## src/rtl/ttsp_pkg.sv

```systemverilog
package ttsp_pkg;

  localparam int unsigned OUT_TDATA_W = 24;
  localparam int unsigned NT_COLS     = 32;

  localparam logic [7:0]  END_MARKER = 8'hFF;
  localparam logic [15:0] NAME_BASE  = 16'h2000;
  localparam logic [15:0] ATTR_BASE  = 16'h23C0;
  localparam logic [15:0] ATTR_END   = 16'h2400;

  localparam logic OP_BYTE    = 1'b0;
  localparam logic OP_RESTART = 1'b1;

  localparam logic KIND_TILE = 1'b0;
  localparam logic KIND_END  = 1'b1;

  typedef enum logic [1:0] {
    PH_ADDR_HI = 2'd0,
    PH_ADDR_LO = 2'd1,
    PH_SPEC    = 2'd2,
    PH_DATA    = 2'd3
  } phase_e;

  typedef struct packed {
    logic capture;
    logic decode;
    logic attr_step;
    logic rd_issue;
    logic skip;
    logic emit;
    logic end_emit;
    logic finish;
  } ctrl_cmd_t;

  typedef struct packed {
    logic   restart;
    logic   finished;
    phase_e phase;
    logic   end_marker;
    logic   in_attr;
    logic   in_name;
    logic   run_zero;
    logic   cell_last;
    logic   cursor_in;
    logic   count_last;
    logic   out_free;
  } dp_sts_t;

endpackage

```

## src/rtl/ttsp_ram.sv

```systemverilog
module ttsp_ram #(
  parameter int unsigned WIDTH = 2,
  parameter int unsigned DEPTH = 256
) (
  input  logic                     clk_i,
  input  logic                     we_i,
  input  logic [$clog2(DEPTH)-1:0] waddr_i,
  input  logic [WIDTH-1:0]         wdata_i,
  input  logic                     re_i,
  input  logic [$clog2(DEPTH)-1:0] raddr_i,
  output logic [WIDTH-1:0]         rdata_o
);

  logic [WIDTH-1:0] mem_q [DEPTH];
  logic [WIDTH-1:0] rdata_q;

  always_ff @(posedge clk_i) begin
    if (we_i) begin
      mem_q[waddr_i] <= wdata_i;
    end
    if (re_i) begin
      rdata_q <= mem_q[raddr_i];
    end
  end

  assign rdata_o = rdata_q;

endmodule

```

## src/rtl/ttsp_ctrl.sv

```systemverilog
module ttsp_ctrl
  import ttsp_pkg::*;
(
  input  logic      clk_i,
  input  logic      rst_ni,
  input  logic      s_tvalid_i,
  output logic      s_tready_o,
  input  dp_sts_t   sts_i,
  output ctrl_cmd_t cmd_o
);

  typedef enum logic [5:0] {
    ST_IDLE   = 6'b000001,
    ST_DECODE = 6'b000010,
    ST_ATTR   = 6'b000100,
    ST_READ   = 6'b001000,
    ST_EMIT   = 6'b010000,
    ST_END    = 6'b100000
  } state_e;

  state_e state_q, state_d;

  always_comb begin
    state_d    = state_q;
    cmd_o      = '0;
    s_tready_o = 1'b0;
    unique case (state_q)
      ST_IDLE: begin
        s_tready_o = 1'b1;
        if (s_tvalid_i) begin
          cmd_o.capture = 1'b1;
          state_d       = ST_DECODE;
        end
      end
      ST_DECODE: begin
        cmd_o.decode = 1'b1;
        state_d      = ST_IDLE;
        if (!sts_i.restart && !sts_i.finished) begin
          unique case (sts_i.phase)
            PH_ADDR_HI: begin
              if (sts_i.end_marker) begin
                state_d = ST_END;
              end
            end
            PH_ADDR_LO, PH_SPEC: begin
              state_d = ST_IDLE;
            end
            PH_DATA: begin
              if (sts_i.in_attr) begin
                state_d = ST_ATTR;
              end else if (sts_i.in_name && !sts_i.run_zero) begin
                state_d = ST_READ;
              end else begin
                cmd_o.finish = 1'b1;
              end
            end
            default: state_d = ST_IDLE;
          endcase
        end
      end
      ST_ATTR: begin
        cmd_o.attr_step = 1'b1;
        if (sts_i.cell_last) begin
          cmd_o.finish = 1'b1;
          state_d      = ST_IDLE;
        end
      end
      ST_READ: begin
        if (sts_i.cursor_in) begin
          cmd_o.rd_issue = 1'b1;
          state_d        = ST_EMIT;
        end else begin
          cmd_o.skip = 1'b1;
          if (sts_i.count_last) begin
            cmd_o.finish = 1'b1;
            state_d      = ST_IDLE;
          end
        end
      end
      ST_EMIT: begin
        if (sts_i.out_free) begin
          cmd_o.emit = 1'b1;
          if (sts_i.count_last) begin
            cmd_o.finish = 1'b1;
            state_d      = ST_IDLE;
          end else begin
            state_d = ST_READ;
          end
        end
      end
      ST_END: begin
        if (sts_i.out_free) begin
          cmd_o.end_emit = 1'b1;
          state_d        = ST_IDLE;
        end
      end
      default: state_d = ST_IDLE;
    endcase
  end

  always_ff @(posedge clk_i or negedge rst_ni) begin
    if (!rst_ni) begin
      state_q <= ST_IDLE;
    end else begin
      state_q <= state_d;
    end
  end

endmodule

```

## src/rtl/ttsp_datapath.sv

```systemverilog
module ttsp_datapath
  import ttsp_pkg::*;
#(
  parameter int unsigned WINDOW_ROWS = 8,
  parameter int unsigned WINDOW_COLS = 32
) (
  input  logic                   clk_i,
  input  logic                   rst_ni,
  input  logic [7:0]             s_tdata_i,
  input  logic                   s_tuser_i,
  input  ctrl_cmd_t              cmd_i,
  output dp_sts_t                sts_o,
  input  logic                   m_tready_i,
  output logic                   m_tvalid_o,
  output logic [OUT_TDATA_W-1:0] m_tdata_o,
  output logic                   m_tuser_o,
  output logic                   m_tlast_o
);

  localparam int unsigned PAL_DEPTH = WINDOW_ROWS * NT_COLS;
  localparam int unsigned PAL_AW    = $clog2(PAL_DEPTH);

  logic [7:0] byte_q;
  logic       op_q;

  phase_e         phase_q, phase_d;
  logic [15:0]    target_q, target_d;
  logic [5:0]     run_len_q, run_len_d;
  logic           vertical_q, vertical_d;
  logic           repeat_q, repeat_d;
  logic [5:0]     bytes_done_q, bytes_done_d;
  logic [7:0]     cur_row_q, cur_row_d;
  logic [7:0]     cur_col_q, cur_col_d;
  logic           finished_q, finished_d;
  logic [3:0]     cell_q, cell_d;
  logic [5:0]     count_q, count_d;
  logic [PAL_DEPTH-1:0] pal_valid_q, pal_valid_d;
  logic           pal_vld_rd_q;

  logic       out_valid_q, out_valid_d;
  logic       out_kind_q, out_kind_d;
  logic [4:0] out_col_q, out_col_d;
  logic [2:0] out_row_q, out_row_d;
  logic [7:0] out_tile_q, out_tile_d;
  logic [1:0] out_pal_q, out_pal_d;
  logic       out_last_q, out_last_d;

  logic              in_attr, in_name, out_free;
  logic [5:0]        needed, new_needed, bd_next;
  logic [9:0]        rel;
  logic              cur_in, cur_edge;
  logic [2:0]        cur_r;
  logic [4:0]        cur_c;
  logic [PAL_AW-1:0] rd_addr;
  logic [6:0]        offset;
  logic [5:0]        a_nr;
  logic [4:0]        a_c;
  logic [2:0]        a_r;
  logic [1:0]        a_pal;
  logic              a_in;
  logic              ram_we;
  logic [PAL_AW-1:0] ram_waddr;
  logic [1:0]        ram_rdata;

  assign in_attr  = (target_q >= ATTR_BASE) && (target_q < ATTR_END);
  assign in_name  = (target_q >= NAME_BASE) && (target_q < ATTR_BASE);
  assign needed   = in_attr ? run_len_q : (repeat_q ? 6'd1 : run_len_q);
  assign bd_next  = bytes_done_q + 6'd1;
  assign rel      = 10'(target_q - NAME_BASE);
  assign out_free = !out_valid_q || m_tready_i;

  assign new_needed = in_attr ? byte_q[5:0] : (byte_q[6] ? 6'd1 : byte_q[5:0]);

  assign cur_in   = (cur_row_q != 8'd0) && (cur_row_q <= 8'(WINDOW_ROWS))
                    && (cur_col_q < 8'(WINDOW_COLS));
  assign cur_r    = 3'(cur_row_q - 8'd1);
  assign cur_c    = cur_col_q[4:0];
  assign rd_addr  = PAL_AW'({cur_r, cur_c});
  assign cur_edge = vertical_q ? (cur_row_q == 8'(WINDOW_ROWS))
                               : (cur_col_q == 8'(WINDOW_COLS - 1));

  assign offset = 7'(target_q[5:0]) + 7'(bytes_done_q);
  assign a_nr   = {offset[6:3], 2'b00} + 6'({cell_q[3], cell_q[1]});
  assign a_c    = {offset[2:0], 2'b00} + 5'({cell_q[2], cell_q[0]});
  assign a_r    = 3'(a_nr - 6'd1);
  assign a_pal  = 2'(byte_q >> {cell_q[3:2], 1'b0});
  assign a_in   = (a_nr != 6'd0) && (a_nr <= 6'(WINDOW_ROWS))
                  && ({1'b0, a_c} < 6'(WINDOW_COLS));

  assign ram_we    = cmd_i.attr_step && a_in;
  assign ram_waddr = PAL_AW'({a_r, a_c});

  ttsp_ram #(
    .WIDTH(2),
    .DEPTH(PAL_DEPTH)
  ) u_pal_ram (
    .clk_i  (clk_i),
    .we_i   (ram_we),
    .waddr_i(ram_waddr),
    .wdata_i(a_pal),
    .re_i   (cmd_i.rd_issue),
    .raddr_i(rd_addr),
    .rdata_o(ram_rdata)
  );

  always_comb begin
    phase_d      = phase_q;
    target_d     = target_q;
    run_len_d    = run_len_q;
    vertical_d   = vertical_q;
    repeat_d     = repeat_q;
    bytes_done_d = bytes_done_q;
    cur_row_d    = cur_row_q;
    cur_col_d    = cur_col_q;
    finished_d   = finished_q;
    cell_d       = cell_q;
    count_d      = count_q;
    pal_valid_d  = pal_valid_q;
    out_valid_d  = out_valid_q;
    out_kind_d   = out_kind_q;
    out_col_d    = out_col_q;
    out_row_d    = out_row_q;
    out_tile_d   = out_tile_q;
    out_pal_d    = out_pal_q;
    out_last_d   = out_last_q;

    if (m_tready_i) begin
      out_valid_d = 1'b0;
    end

    if (cmd_i.decode) begin
      if (op_q == OP_RESTART) begin
        phase_d      = PH_ADDR_HI;
        target_d     = '0;
        run_len_d    = '0;
        vertical_d   = 1'b0;
        repeat_d     = 1'b0;
        bytes_done_d = '0;
        cur_row_d    = '0;
        cur_col_d    = '0;
        finished_d   = 1'b0;
        pal_valid_d  = '0;
      end else if (!finished_q) begin
        unique case (phase_q)
          PH_ADDR_HI: begin
            if (byte_q != END_MARKER) begin
              target_d = {byte_q, 8'h00};
              phase_d  = PH_ADDR_LO;
            end
          end
          PH_ADDR_LO: begin
            target_d = {target_q[15:8], byte_q};
            phase_d  = PH_SPEC;
          end
          PH_SPEC: begin
            run_len_d    = byte_q[5:0];
            vertical_d   = byte_q[7];
            repeat_d     = byte_q[6];
            bytes_done_d = '0;
            if (in_name) begin
              cur_row_d = 8'(rel[9:5]);
              cur_col_d = 8'(rel[4:0]);
            end
            phase_d = (new_needed == 6'd0) ? PH_ADDR_HI : PH_DATA;
          end
          PH_DATA: begin
            cell_d  = '0;
            count_d = repeat_q ? run_len_q : 6'd1;
          end
          default: phase_d = PH_ADDR_HI;
        endcase
      end
    end

    if (cmd_i.attr_step) begin
      cell_d = cell_q + 4'd1;
      if (a_in) begin
        pal_valid_d[ram_waddr] = 1'b1;
      end
    end

    if (cmd_i.skip || cmd_i.emit) begin
      count_d = count_q - 6'd1;
      if (vertical_q) begin
        cur_row_d = cur_row_q + 8'd1;
      end else begin
        cur_col_d = cur_col_q + 8'd1;
      end
    end

    if (cmd_i.emit) begin
      out_valid_d = 1'b1;
      out_kind_d  = KIND_TILE;
      out_col_d   = cur_c;
      out_row_d   = cur_r;
      out_tile_d  = byte_q;
      out_pal_d   = pal_vld_rd_q ? ram_rdata : 2'd0;
      out_last_d  = (count_q == 6'd1) || cur_edge;
    end

    if (cmd_i.end_emit) begin
      finished_d  = 1'b1;
      out_valid_d = 1'b1;
      out_kind_d  = KIND_END;
      out_col_d   = '0;
      out_row_d   = '0;
      out_tile_d  = '0;
      out_pal_d   = '0;
      out_last_d  = 1'b1;
    end

    if (cmd_i.finish) begin
      bytes_done_d = bd_next;
      if ((bd_next >= needed) || (bd_next == 6'd0)) begin
        phase_d = PH_ADDR_HI;
      end
    end
  end

  always_ff @(posedge clk_i or negedge rst_ni) begin
    if (!rst_ni) begin
      phase_q      <= PH_ADDR_HI;
      target_q     <= '0;
      run_len_q    <= '0;
      vertical_q   <= 1'b0;
      repeat_q     <= 1'b0;
      bytes_done_q <= '0;
      cur_row_q    <= '0;
      cur_col_q    <= '0;
      finished_q   <= 1'b0;
      cell_q       <= '0;
      count_q      <= '0;
      pal_valid_q  <= '0;
      out_valid_q  <= 1'b0;
    end else begin
      phase_q      <= phase_d;
      target_q     <= target_d;
      run_len_q    <= run_len_d;
      vertical_q   <= vertical_d;
      repeat_q     <= repeat_d;
      bytes_done_q <= bytes_done_d;
      cur_row_q    <= cur_row_d;
      cur_col_q    <= cur_col_d;
      finished_q   <= finished_d;
      cell_q       <= cell_d;
      count_q      <= count_d;
      pal_valid_q  <= pal_valid_d;
      out_valid_q  <= out_valid_d;
    end
  end

  always_ff @(posedge clk_i) begin
    if (cmd_i.capture) begin
      byte_q <= s_tdata_i;
      op_q   <= s_tuser_i;
    end
    if (cmd_i.rd_issue) begin
      pal_vld_rd_q <= pal_valid_q[rd_addr];
    end
    out_kind_q <= out_kind_d;
    out_col_q  <= out_col_d;
    out_row_q  <= out_row_d;
    out_tile_q <= out_tile_d;
    out_pal_q  <= out_pal_d;
    out_last_q <= out_last_d;
  end

  always_comb begin
    sts_o            = '0;
    sts_o.restart    = (op_q == OP_RESTART);
    sts_o.finished   = finished_q;
    sts_o.phase      = phase_q;
    sts_o.end_marker = (byte_q == END_MARKER);
    sts_o.in_attr    = in_attr;
    sts_o.in_name    = in_name;
    sts_o.run_zero   = repeat_q && (run_len_q == 6'd0);
    sts_o.cell_last  = (cell_q == 4'hF);
    sts_o.cursor_in  = cur_in;
    sts_o.count_last = (count_q == 6'd1);
    sts_o.out_free   = out_free;
  end

  assign m_tvalid_o = out_valid_q;
  assign m_tdata_o  = OUT_TDATA_W'({out_pal_q, out_tile_q, out_row_q, out_col_q});
  assign m_tuser_o  = out_kind_q;
  assign m_tlast_o  = out_last_q;

endmodule

```

## src/rtl/tile_transfer_stream_parser.sv

```systemverilog
// Tile transfer stream parser.
// Slave side: one word per stream byte; tuser = 1 restarts the parser and clears
// the palette map, tuser = 0 carries a stream byte in tdata[7:0].
// Master side: tile writes (tuser = 0) and one end word (tuser = 1) after an end
// marker; tlast flags the final word caused by one input word.
// The block takes one input word at a time. Header, spec, restart and ignored
// data words need only the decode state. An attribute word then steps through
// its sixteen palette cells and writes those inside the window through the
// single RAM write port, one per cycle. A tile word then handles each write in
// turn: an emitted write reads the palette RAM, then loads the output register
// when that is free; a dropped write is skipped. The end word loads it likewise.
// The output register holds a finished word while the next input is taken;
// a stalled receiver blocks the parser only when a new word must be loaded.
// Reset clears the parser state, the palette map valid bits and the output valid
// flag; the palette RAM contents need no clearing afterwards.
module tile_transfer_stream_parser
  import ttsp_pkg::*;
#(
  parameter int unsigned WINDOW_ROWS = 8,
  parameter int unsigned WINDOW_COLS = 32
) (
  input  logic                   clk_i,
  input  logic                   rst_ni,
  input  logic                   s_axis_tvalid,
  output logic                   s_axis_tready,
  input  logic [7:0]             s_axis_tdata,  // [7:0] stream_byte
  input  logic                   s_axis_tuser,  // [0] operation
  output logic                   m_axis_tvalid,
  input  logic                   m_axis_tready,
  // [4:0] column, [7:5] row, [15:8] tile, [17:16] palette, [23:18] zero
  output logic [OUT_TDATA_W-1:0] m_axis_tdata,
  output logic                   m_axis_tuser,  // [0] kind
  output logic                   m_axis_tlast
);

  ctrl_cmd_t cmd;
  dp_sts_t   sts;

  ttsp_ctrl u_ctrl (
    .clk_i     (clk_i),
    .rst_ni    (rst_ni),
    .s_tvalid_i(s_axis_tvalid),
    .s_tready_o(s_axis_tready),
    .sts_i     (sts),
    .cmd_o     (cmd)
  );

  ttsp_datapath #(
    .WINDOW_ROWS(WINDOW_ROWS),
    .WINDOW_COLS(WINDOW_COLS)
  ) u_datapath (
    .clk_i     (clk_i),
    .rst_ni    (rst_ni),
    .s_tdata_i (s_axis_tdata),
    .s_tuser_i (s_axis_tuser),
    .cmd_i     (cmd),
    .sts_o     (sts),
    .m_tready_i(m_axis_tready),
    .m_tvalid_o(m_axis_tvalid),
    .m_tdata_o (m_axis_tdata),
    .m_tuser_o (m_axis_tuser),
    .m_tlast_o (m_axis_tlast)
  );

endmodule

```

## config.mk

```make
export PLATFORM = sky130hd
export DESIGN_NAME = tile_transfer_stream_parser
export DESIGN_NICKNAME = d
export VERILOG_FILES = /design/src/rtl/ttsp_pkg.sv /design/src/rtl/ttsp_ram.sv /design/src/rtl/ttsp_ctrl.sv /design/src/rtl/ttsp_datapath.sv /design/src/rtl/tile_transfer_stream_parser.sv
export SDC_FILE = /design/constraint.sdc
export NUM_CORES = 1
export LEC_CHECK = 0
export BUFFER_PORTS_ARGS = -buffer_cell sky130_fd_sc_hd__buf_2
export CAP_MARGIN = 20
export CORE_MARGIN = 8
export CORE_UTILIZATION = 45
export CTS_CLUSTER_DIAMETER = 200
export DETAILED_ROUTE_END_ITERATION = 8
export SYNTH_ARGS = -nofsm -noshare
export SYNTH_HDL_FRONTEND = slang
export SYNTH_SLANG_ARGS = --single-unit
```

## constraint.sdc

```tcl
create_clock -name clk_i -period 4.5 [get_ports clk_i]
set_input_delay 0.9 -clock clk_i [delete_from_list [all_inputs] [get_ports clk_i]]
set_output_delay 0.9 -clock clk_i [all_outputs]
set_load 0.02 [all_outputs]
```

* Word level (Yosys, flattened, before mapping)
Memories as Yosys holds them, arrays and structs flattened. A register that Yosys moved wholly into a read port is not among the register bits. Index checks and enable logic that the tools add are counted.
Operators by class: add/sub/neg operators 11, $lt $le $gt $ge 11, equality and inequality tests 28, shifts and indexed selects 1, muxes and demuxes 106, bitwise gates (word level) 1, reductions and logical operators 46
Operators with widths (number):
- 256-bit two-way mux | 4
- 256-bit bitwise OR | 1
- 6-bit two-way mux | 26
- 8-bit two-way mux | 14
- 16-bit two-way mux | 3
- 6-bit one-hot mux with 6 select lines | 1
- 1-bit two-way mux | 35
- 16-bit by 14-bit >= comparator with 1-bit output (second input constant) | 2
- 16-bit by 14-bit < comparator with 1-bit output (second input constant) | 2
- 4-bit two-way mux | 8
- 16-bit one-hot mux with 2 select lines | 1
- 2-bit nonzero test | 10
- 6-bit zero test | 3
- 8-bit by 9-bit < comparator with 1-bit output (second input constant) | 2
- 2-bit two-way mux | 9
- 6-bit one-hot mux with 3 select lines | 1
- 8-bit by 1-bit adder with 8-bit output (second input constant) | 2
- 6-bit by 1-bit equality test with 1-bit output (second input constant) | 2
- 2-bit by 1-bit inequality test with 1-bit output (second input constant) | 6
- 4-bit AND reduction | 3
- 1-bit logical AND | 10
- 5-bit AND reduction | 2
- 10-bit by 1-bit subtractor with 10-bit output (second input constant) | 1
- 3-bit nonzero test | 3
- other kinds (40) | 53
Storage, ports and cells: register bits 352, RAM bits 512, input port bits 13, output and inout port bits 28, logic and storage cells 229, memories 1
Memories:
- u_datapath.u_pal_ram.mem_q | depth 256, bits a word 2, rd ports 1, clocked after Yosys merged registers in 1, wr ports 1, RTL line ttsp_ram.sv:14 | logic [WIDTH-1:0] mem_q [DEPTH];

* Depth between registers and ports, before layout
depth in word-level cells 11, gate-level depth with buffers 11

* Cells and area by module
Synthesis repeated with hierarchy kept, for this count alone.
Unflattened totals: cell total of the unflattened synthesis 2971, area, all modules 39614.2 µm²
Modules (own cells, without submodules):
- ttsp_ram | times used 1, cells an instance 1242, area an instance 21401.8 µm², seq. area each 15434.8 µm²
- ttsp_datapath | times used 1, cells an instance 1660, area an instance 17625.7 µm², seq. area each 8608.3 µm²
- ttsp_ctrl | times used 1, cells an instance 69, area an instance 586.8 µm², seq. area each 151.4 µm²

* Least setup slack after synthesis
Ideal clock, no wire load.
path type register to register, from register u_datapath.bytes_done_q[0], to memory u_datapath.u_pal_ram.mem_q[240][0], enable pin, library setup time 309 ps, data arrival time 2872 ps, data required time 4191 ps, setup slack 1319 ps, cell stages (with the launch flop) 10, path buffers 1, clock period less this slack 3181 ps, cell sequence dfrtp_1 > ha_1 > fa_1 > a21o_1 > a21oi_2 > or3b_1 > a311oi_2 > o21ai_2 > clkbuf_1 > nor2_1
On the way: word-level cells in the longest chain between the ends 7
RTL lines:
- from (decl) | RTL line ttsp_datapath.sv:31 | logic [5:0] bytes_done_q, bytes_done_d;
- from (signal assigned) | RTL line ttsp_datapath.sv:241 | bytes_done_q <= bytes_done_d;
- 6-bit by 6-bit adder with 7-bit output * | RTL line ttsp_datapath.sv:82 | assign offset = 7'(target_q[5:0]) + 7'(bytes_done_q);
- 6-bit by 2-bit adder with 6-bit output | RTL line ttsp_datapath.sv:83 | assign a_nr = {offset[6:3], 2'b00} + 6'({cell_q[3], cell_q[1]});
- 6-bit by 4-bit less-or-equal comparator with 1-bit output / 6-bit nonzero test (equally long branches) | RTL line ttsp_datapath.sv:87 | assign a_in = (a_nr != 6'd0) && (a_nr <= 6'(WINDOW_ROWS))
- 1-bit logical AND | RTL line ttsp_datapath.sv:87
- 1-bit logical AND | RTL line ttsp_datapath.sv:90 | assign ram_we = cmd_i.attr_step && a_in;
- 1-bit two-way mux | RTL line ttsp_ram.sv:18 | if (we_i) begin
- 1-bit two-way mux (not written as such) | RTL line ttsp_ram.sv:19 | mem_q[waddr_i] <= wdata_i;
- to (decl) | RTL line ttsp_ram.sv:14
Mark *: on every way between the ends. The rest lies on a longest branch, timed or not.

* Worst setup path in the final report
from register u_datapath.bytes_done_q[0], to memory u_datapath.u_pal_ram.mem_q[190][1], enable pin
Same word-level chain as after synthesis.

==> impl_metrics.csv <==
group,metric,value,unit
run_status,status,"complete, no violations",
critical_path,r2r_end,"u_datapath.u_pal_ram.mem_q[190][1]",
yosys,ys_async_sr_fraction,0.372,
finish,multi_input_area,12100,sq um
yosys,synth_cell_types,85,
pwr,switching_share,0.261,
die,fp.dieH,304,um
finish,fill_cells,6847,
finish,syn_to_final_growth,12.6,%
critical_path,startpoint_type,"register",
grt,grt_pass1_wl,155000,um
critical_path,crit_path_end_kind,"register",
yosys,syn_inst,2835,
pwr,seqPwrFrac,0.466,
yosys,synth_area_leaders,"edfxtp_1, dfrtp_1, mux4_2",
detailed_routing,ant_nets,0,
cts,hold_buffers,0,
place,dp_hpwl,63700,um
cts,cts_tree,"yes",
finish,drive_gt1_frac,0.164,
cts,cts_root_buf,"clkbuf_16",
finish,regArea,24200,sq um
grt,first_global_vias,24500,
pwr,pwr-share-comb,0.127,
yosys,synth_flop_cell,"edfxtp_1",
critical_path,slowest_stage,"a311oi_2",
cts,cts_buffers,92,
place,gp_congestion,0.869,
timing,fmax,254,MHz
cts,clk_pin_slew,60,ps
die,die-area,92300,sq um
pwr,total_power,19.0,mW
timing,fin_crit,3930,ps
timing,setup_violations,0,
die,coreArea,82100,sq um
detailed_routing,remaining_drc_errors,0,
yosys,avgSynthCellArea,13.2,sq um
detailed_routing,vias,24200,
yosys,synth_common_cells,"edfxtp_1, nand2_1, dfrtp_1",
job,drv_cap,0,
min_path,hold_class,"primary input to asynchronous set/reset pin",
critical_path,worst-setup-path-type,"register to register",
grt,antenna_found_initial,1,
timing,finalSetupTns,0,ps
cts,clkLatencyLatePin,660,ps
critical_path,rrSetupSlack,570,ps
critical_path,arrival,4260,ps
grt,grt_max_degree,114,
critical_path,crit_fanout,33,
cts,clock-sinks,866,
die,start_util,0.454,
pwr,switchingPower,4.95,mW
timing,finalCritPeriodShare,0.874,
critical_path,reg2reg_from,"u_datapath.bytes_done_q[0]",
critical_path,crit_required,4830,ps
pwr,leakagePower,14.8,nW
timing,tightest_slew,1160,ps
yosys,yosysTopAreaCellShare,0.422,
detailed_routing,wire_per_inst,25.8,um
die,pin_count,41,
yosys,synth_area,37300,sq um
detailed_routing,first_iter_violations,2271,
pwr,ir_drop,0.307,mV
timing,drv_slew,0,
pwr,p_per_area,452,nW/um^2
cts,clockBufferDepth,3,
timing,hold_violations,0,
yosys,synth_edf_count,524,
die,die_width,304,um
cts,post_cts_buffers,0,
die,rows,105,
place,port_buffers,34,
timing,maxSlewHeadroom,0.225,
yosys,yosys.area.top_type,"edfxtp_1",
cts,cts_resized,0,
critical_path,startpoint,"u_datapath.bytes_done_q[0]",
detailed_routing,viasPerCell,6.06,
yosys,ys_warn_count,0,
timing,clock_skew,36.0,ps
timing,grt_setup_unrepaired,"false",
yosys,ys_seq_elements,866,
grt,grt_usage,0.219,
pwr,clockPowerShare,0.407,
finish,num_antenna_cells,0,
critical_path,r2r_cells,9,
detailed_routing,first_pass_iters,7,
grt,grt_overflow,0,
yosys,synth_most_common_cell,"edfxtp_1",
pwr,p_int,14.0,mW
cts,cts_max_level,3,
critical_path,crit_end,"u_datapath.u_pal_ram.mem_q[190][1]",
yosys,yosysSeqAreaShare,0.649,
detailed_routing,routed_wl,103000,um
critical_path,path_cells,"ha_1, fa_1, a21o_1, a21oi_2, or3b_1, a311oi_2, o21ai_4, buf_12, nor2_1",
finish,nNetsFinal,2880,
critical_path,cpPeakStageDelay,710,ps
## worst max-delay path, delay by kind of cell, from the launching register on
| family | cells | cell delay [ps] |
|---|---|---|
| adders and majority gates | 2 | 760 |
| buffers and inverters | 1 | 290 |
| and+or+nand+nor | 2 | 620 |
| AOI/OAI and AO/OA | 4 | 1490 |
| DFF | 1 | 440 |
## through the flow
step	utilization	instance area [sq um]	setup WS, ps	std cells	hold WS (ps)
floorplan	-	37300	1320	2840	445
finish	0.512	42000	569	3990	277
global placement	0.473	38800	645	3813	431
global route	0.512	42000	323	3990	326
detailed placement	0.473	38900	573	3815	436
CTS	0.511	42000	574	3989	287
## kinds of logic (layout without fill, tap and decap cells)
family / after synthesis / count (layout) / share of synthesized area
AND/OR/NAND/NOR: 876 / 876 / 0.0992
flip-flops: 866 / 866 / 0.649
AO/OA/AOI/OAI: 543 / 543 / 0.0876
multiplexers: 257 / 257 / 0.124
buffers and inverters: 253 / 333 / 0.0282
adder cells (fa/ha/maj): 27 / 27 / 0.00926
XOR/XNOR: 12 / 12 / 0.00319
other: 1 / 6 / 0.000101
## power by group through the flow
| stage | Clock (mW) | Combinational, mW | Sequential [mW] |
|---|---|---|---|
| final | 7.73 | 2.41 | 8.86 |
| after global routing | 8.17 | 2.60 | 8.87 |
| after CTS | 7.85 | 2.43 | 8.85 |
| after detailed placement | 0 | 2.41 | 9.00 |
| after global placement | 0 | 2.38 | 9.00 |
| after floorplan | 0 | 1.62 | 8.90 |
## sequential cells by signal, indices dropped and copies added, names as in the netlist, 2 cells and up
| signal | flops |
|---|---|
| u_datapath.target_q | 16 |
| u_datapath.byte_q | 8 |
| u_datapath.u_pal_ram.mem_q | 512 |
| u_datapath.out_col_q | 5 |
| u_datapath.run_len_q | 6 |
| u_datapath.cur_col_q | 8 |
| u_datapath.count_q | 6 |
| u_datapath.out_row_q | 3 |
| u_datapath.cur_row_q | 8 |
| u_datapath.pal_valid_q | 256 |
| u_datapath.cell_q | 4 |
| u_datapath.phase_q | 2 |
| u_datapath.u_pal_ram.rdata_o | 2 |
| u_datapath.bytes_done_q | 6 |
| u_datapath.out_tile_q | 8 |
| u_ctrl.state_q | 6 |
| u_datapath.out_pal_q | 2 |
## placed cells by master, fill, tap and decap left out, types with 7 or more instances in the layout
cell type and instances:
bufinv_16 8, mux4_2 161, buf_4 75, nor3_1 24, dfxtp_1 20, clkbuf_16 94
nand2b_1 11, nor4_1 8, buf_2 33, dfrtp_1 317, o22ai_1 7, clkbuf_8 11
a21o_1 8, inv_1 32, clkbuf_1 9, clkinv_1 15, o2111ai_1 7, a22oi_1 55
nand4_1 10, nand3_1 53, nand2_1 391, ha_1 26, mux2i_1 90, clkinv_2 25
o21ai_0 309, and2_1 9, edfxtp_1 524, a211oi_1 14, nor2_1 300, a221oi_1 12
a21oi_1 52, buf_12 13, a31oi_1 10, nor2b_1 20
## layer usage
layer / GRT usage / share of wire
met5: 0 / 0
met4: 0.0849 / 0.036
met3: 0.0455 / 0.081
met2: 0.348 / 0.47
met1: 0.294 / 0.41
## how the worst min path moves through the flow
stage                                  end                   startpoint
3_5_place_dp          u_datapath.m_tuser_o         u_datapath.m_tuser_o
6_report        u_datapath.pal_valid_q[27]                       rst_ni
3_3_place_gp          u_datapath.m_tuser_o         u_datapath.m_tuser_o
2_1_floorplan  u_datapath.pal_valid_q[102]  u_datapath.pal_valid_q[102]
4_1_cts         u_datapath.pal_valid_q[25]                       rst_ni
5_1_grt         u_datapath.pal_valid_q[25]                       rst_ni
## area by class of cell
class / count / area share
multi-input combinational: 1721 / 0.289
clock buffer: 114 / 0.0604
timing repair buffer: 125 / 0.0256
clock inverter: 60 / 0.0140
sequential: 866 / 0.576
inverter: 34 / 0.00304
tap: 1070 / 0.0319
Power figures use the tool's default switching activity.
